--- config.mk ---
export PLATFORM = sky130hd
export DESIGN_NAME = bmcd_cell
export DESIGN_NICKNAME = d
export VERILOG_FILES = /design/src/hdl/bmcd_pkg.sv /design/src/hdl/bmcd_cell.sv
export SDC_FILE = /design/constraint.sdc
export NUM_CORES = 1
export LEC_CHECK = 0
export BUFFER_PORTS_ARGS = -buffer_cell sky130_fd_sc_hd__buf_2
export CAP_MARGIN = 20
export CORE_MARGIN = 1
export CORE_UTILIZATION = 49
export DETAILED_ROUTE_END_ITERATION = 10
export PLACE_DENSITY = 0.79
export SLEW_MARGIN = 20
export SYNTH_ARGS = -nofsm -noshare
export SYNTH_HDL_FRONTEND = slang
export SYNTH_SLANG_ARGS = --single-unit
--- constraint.sdc ---
create_clock -name i_clk -period 3 [get_ports i_clk]
set_clock_uncertainty 0.15 [all_clocks]
set_input_delay 0.3 -clock i_clk [delete_from_list [all_inputs] [get_ports i_clk]]
set_output_delay 0.3 -clock i_clk [all_outputs]
set_load 0.1 [all_outputs]
--- src/hdl/bmcd_pkg.sv ---
`timescale 1ns / 1ps

package bmcd_pkg;

    localparam int COLOR_W = 32;
    localparam int CNT_W   = 7;

    localparam logic [CNT_W-1:0]   CNT_MAX    = 7'd127;
    localparam logic [CNT_W-1:0]   CNT_NONE   = 7'd0;
    localparam logic [CNT_W-1:0]   CNT_ONE    = 7'd1;
    localparam logic [COLOR_W-1:0] COLOR_NONE = 32'hFFFF_FFFF;

    // Pixel broadcast to every cell of the table.
    typedef struct packed {
        logic               en;
        logic [COLOR_W-1:0] color;
        logic               hit;
    } t_bcast;

    // Running maximum handed from cell to cell during the mode search.
    typedef struct packed {
        logic               go;
        logic [CNT_W-1:0]   cnt;
        logic [COLOR_W-1:0] color;
    } t_scan;

endpackage

--- src/hdl/bmcd_cell.sv ---
`timescale 1ns / 1ps

module bmcd_cell #(
    parameter int COLOR_BITS = 32
) (
    input  logic           i_clk,
    input  logic           i_rst_n,
    input  bmcd_pkg::t_bcast i_bc,
    input  logic           i_prev_valid,
    input  logic           i_clear,
    input  bmcd_pkg::t_scan  i_scan,
    output logic           o_valid,
    output logic           o_match,
    output bmcd_pkg::t_scan  o_scan
);
    import bmcd_pkg::*;

    logic                  r_valid;
    logic [COLOR_BITS-1:0] r_color;
    logic [CNT_W-1:0]      r_cnt;
    t_scan                 r_scan;
    logic                  alloc;
    logic                  take;

    assign o_match = r_valid && (r_color == i_bc.color[COLOR_BITS-1:0]);
    // The first empty cell of the chain takes a colour that no cell holds.
    assign alloc   = i_bc.en && !i_bc.hit && !r_valid && i_prev_valid;
    assign take    = r_valid && (r_cnt > i_scan.cnt);
    assign o_valid = r_valid;
    assign o_scan  = r_scan;

    always_ff @(posedge i_clk) begin
        if (!i_rst_n) begin
            r_valid <= 1'b0;
        end else if (i_clear) begin
            r_valid <= 1'b0;
        end else if (alloc) begin
            r_valid <= 1'b1;
        end
    end

    always_ff @(posedge i_clk) begin
        if (alloc) begin
            r_color <= i_bc.color[COLOR_BITS-1:0];
            r_cnt   <= CNT_ONE;
        end else if (i_bc.en && o_match && (r_cnt != CNT_MAX)) begin
            r_cnt <= r_cnt + CNT_ONE;
        end
    end

    always_ff @(posedge i_clk) begin
        if (!i_rst_n) begin
            r_scan.go <= 1'b0;
        end else begin
            r_scan.go <= i_scan.go;
        end
        if (take) begin
            r_scan.cnt   <= r_cnt;
            r_scan.color <= COLOR_W'(r_color);
        end else begin
            r_scan.cnt   <= i_scan.cnt;
            r_scan.color <= i_scan.color;
        end
    end

endmodule

## After elaboration in Yosys (flattened, before gate mapping)

Index checks and enable logic that the tools add are counted.

| cells by class | value |
|---|---|
| shifts and indexed selects | 0 |
| equal/unequal tests | 2 |
| $mul | 0 |
| add/subtract/negate cells | 1 |
| reduce and logical (&&, ||, !) cells | 10 |
| $lt $le $gt $ge | 1 |
| divide/modulo/power cells | 0 |
| muxes and demuxes | 1 |
| bitwise logic cells | 1 |

Operators by type and width:

| operator | count |
|---|---|
| 39-bit two-way mux | 1 |
| 32-bit == test | 1 |
| 7-bit by 1-bit adder with 7-bit output (second input constant) | 1 |
| 7-bit greater-than comparator | 1 |
| 1-bit logical AND | 7 |
| 7-bit inequality test (second input constant) | 1 |
| 1-bit zero test | 2 |
| 2-bit OR reduction | 1 |
| 1-bit NOT | 1 |

| word-level totals | value |
|---|---|
| latch bits | 0 |
| logic and storage cells | 22 |
| register bits | 80 |
| memories kept | 0 |
| input bits | 78 |
| memory bits (read-only) | 0 |
| memory bits (writable) | 0 |

## Longest topological paths before layout

| logic depth | value |
|---|---|
| word-level depth | 4 |
| depth in mapped cells | 10 |

## Worst setup path before layout

Ideal clock, no wire load.

| timing path | value |
|---|---|
| kind | reg2out |
| start point | reg r_valid, in the netlist o_valid |
| end point | out o_match |
| cell stages (with the launch flop) | 4 |
| data arrival time | 2.796 ns |
| path slack | -0.246 ns |
| buffers on the path | 0 |
| cell sequence | dfxtp_1 > nand2_1 > or4_1 > nor2_1 |

| between the ends | value |
|---|---|
| cells in the longest elaborated chain, start to end | 1 |

Ends and longest elaborated chain:

| element | line | text |
|---|---|---|
| start: declaration | bmcd_cell.sv:18 | `logic r_valid;` |
| start signal: assignment | bmcd_cell.sv:34 | `r_valid <= 1'b0;` |
| start signal: assignment | bmcd_cell.sv:36 | `r_valid <= 1'b0;` |
| start signal: assignment | bmcd_cell.sv:38 | `r_valid <= 1'b1;` |
| 1-bit logical AND | bmcd_cell.sv:25 | `assign o_match = r_valid && (r_color == i_bc.color[COLOR_BITS-1:0]);` |
| end: declaration | bmcd_cell.sv:13 | `output logic o_match,` |

No other way between the ends.

## Worst setup path after layout

| timing path | value |
|---|---|
| start point | in i_bc[32] (netlist name) |
| end point | out o_match |

| between the ends | value |
|---|---|
| cells in the longest elaborated chain, start to end | 2 |

Ends and longest elaborated chain:

| element | line | text |
|---|---|---|
| start: declaration | bmcd_cell.sv:8 | `input bmcd_pkg::t_bcast i_bc,` |
| 32-bit == test | bmcd_cell.sv:25 |  |
| 1-bit logical AND | bmcd_cell.sv:25 |  |

No other way between the ends.

==> out/qor.csv <==
metric,value,unit
numCtsBuffers,9,
fillCellCount,495,
critPathKind,input port to output port,
end_kind,output port,
synth_top_area_cell,dfxtp_1,
highest_layer,met4,
drive_gt1_frac,0.472,
cts.sinks,80,
overflow,0,
required,2.55,ns
clk_latency,0.34,ns
hold_ws,0.00689,ns
endpoint,o_match,
synthArstFlopShare,0,
rows,29,
ant_nets,0,
synth.area.top_cells,"dfxtp_1 (30%), edfxtp_1 (30%), mux2_2 (14%)",
hold_class,input port to flip-flop,
avgSynthCellArea,13.3,um^2
rr_worst_depth,8,
tightest_slew,0.502,ns
synthAdderAreaFrac,0.0309,
r2r_start,r_cnt[1],
setup_violations,0,
grt_pass1_vias,2437,
muxShareOfSynthArea,0.145,
area_growth,33.7,%
die_w,83.3,um
worstSetupStartpoint,i_bc[32],
yosys.area.top_type_share,0.297,
r2r_slack,0.45,ns
core-area,6350,um^2
hold_viol_final,0,
ys.warnings.count,0,
synthFlopType,dfxtp_1,
dr_wl_met3,379,um
ys_types,32,
synth-edff-count,32,
final_core_util,0.682,
p_leak,0.00179,uW
slew_headroom,0.667,
netlist_instances,243,
synth.most_common_cell,dfxtp_1,
viasPerCell,5.01,
die-area,6930,um^2
grt_first_pass_wirelength,11100,um
clockRootBuffer,clkbuf_8,
maxCapViolations,0,
wl_per_cell,14.8,um
netlist_area,3240,um^2
drt-total-wl,6920,um
rsz0062_at_grt,false,
drtIter0Drc,69,
stdcell_area,4330,um^2
power.density,560,nW/um^2
synth_top_family_by_area,multiplexers,
critPathLaunchType,input port,
cts_tree,done,
clock.fmax,363,MHz
cts_max_level,3,
placed_area,3950,um^2
synth_seq_cells,80,
drc,0,
die_h,83.3,um
grt_start_max_net_pins,34,
first_pass_iters,4,
reg2reg_to,o_scan[16],
post_cts_resized,0,
hpwlAfterDp,5050,um
initial_core_util,0.510,
numPortBuffers,119,
layout.nets,474,
n_antenna_cell,0,
synth_xor_area_frac,0.0866,
cp_max_fo,3,
antenna_found_initial,0,
synth-compound-area-share,0.0282,
dp.cells,436,
fin_setup_tns,0,ns
synthSimpleGateAreaFrac,0.0916,
vdd_ir_drop_max,0.380,mV
gp_congestion,0.747,
synthesis.nets,329,
track_usage,0.204,
clk_pin_slew,0.08,ns
pin_count,120,
layout_min_cycle_time,2.75,ns
drv_slew,0,
min_from,i_bc[2],
status,completed,
ys_seq_area_frac,0.594,
clk_path_buf_depth,2,
timing.critical_path.arrival,2.30,ns
synth_common_cells,"dfxtp_1 (48), mux2_2 (39), edfxtp_1 (32), xnor2_1 (32), nand4_1 (12)",
vias,2352,
wl_met1,2930,um
final-instance-count-excl-fill,469,
period_share,0.918,
dr_wl_met2,3490,um
==> critical path, cell delays in order <==
cell,delay [ns]
dlygate4sd3_1,0.53
buf_2,0.13
xnor2_1,0.22
nand4_1,0.12
or4_1,0.62
nor2_2,0.19
buf_12,0.19
==> flip-flops by register name, indices dropped and copies added (netlist names) <==
name     cells
o_scan      40
o_valid      1
r_cnt        7
r_color     32
==> through the flow <==
step           power (uW)  setup WS, ns
6_report             2430         0.246
5_1_grt              2510         0.163
4_1_cts              2440        0.0130
3_5_place_dp         1600         0.398
3_3_place_gp         1590         0.455
2_1_floorplan        1500         0.197
==> metal layers <==
layer  track usage  vias up
met5             0        -
met4        0.0784        0
met3        0.0547       11
met2         0.355       77
met1         0.238     1100
li1              -     1164
==> power breakdown <==
part	internal (uW)	leakage, uW	switching [uW]
registers	1170	0.000696	15.1
clock network	461	0.000101	374
logic	116	0.000993	287
==> layout by cell type (no fill, tap or decap), drive strengths merged, types with 2 or more instances in the layout <==
cell type / netlist / final
buf: 6 / 127
bufinv: 0 / 2
clkbuf: 1 / 9
clkinv: 0 / 2
dfxtp: 48 / 48
dlygate4sd3: 0 / 14
edfxtp: 32 / 32
ha: 8 / 8
inv: 11 / 12
mux2: 39 / 39
mux2i: 3 / 3
nand2: 9 / 9
nand2b: 4 / 4
nand3: 8 / 8
nand4: 12 / 12
nor2: 4 / 4
nor3: 2 / 2
nor4: 4 / 4
o211ai: 2 / 2
o21ai: 2 / 2
o31ai: 3 / 3
or4: 5 / 5
xnor2: 32 / 32
==> final cells by class <==
class	instances	area, um^2	area share
clock inverter	6	83.8	0.0194
inverter	11	41.3	0.00954
clock buffer	9	124	0.0286
timing repair buffer	141	811	0.187
multi-input combinational	145	1250	0.289
sequential	80	1920	0.444
tap	77	96.3	0.0223
==> what timing repair did <==
item | in CTS | in global routing
setup buffers | 0 | 4
hold buffers | 6 | 8
hold endpoints to repair | 6 | 8
setup endpoints to repair | 0 | 1
==> logic make-up after synthesis <==
group           Yosys count
buf+inv                  18
simple gates             52
mux                      42
xor+xnor                 32
flops                    80
compound gates           11
fa+ha+maj                 8
==> worst min-delay path by stage <==
stage,to,slack (ns),depth (start not counted)
floorplan,o_valid,0.23,1
global placement,o_valid,0.32,2
detailed placement,o_valid,0.33,2
CTS,r_color[3],0.000009,1
global route,r_color[23],0.0002,1
finish,r_color[1],0.007,1
Note: power is estimated with default switching activity, not from simulation.
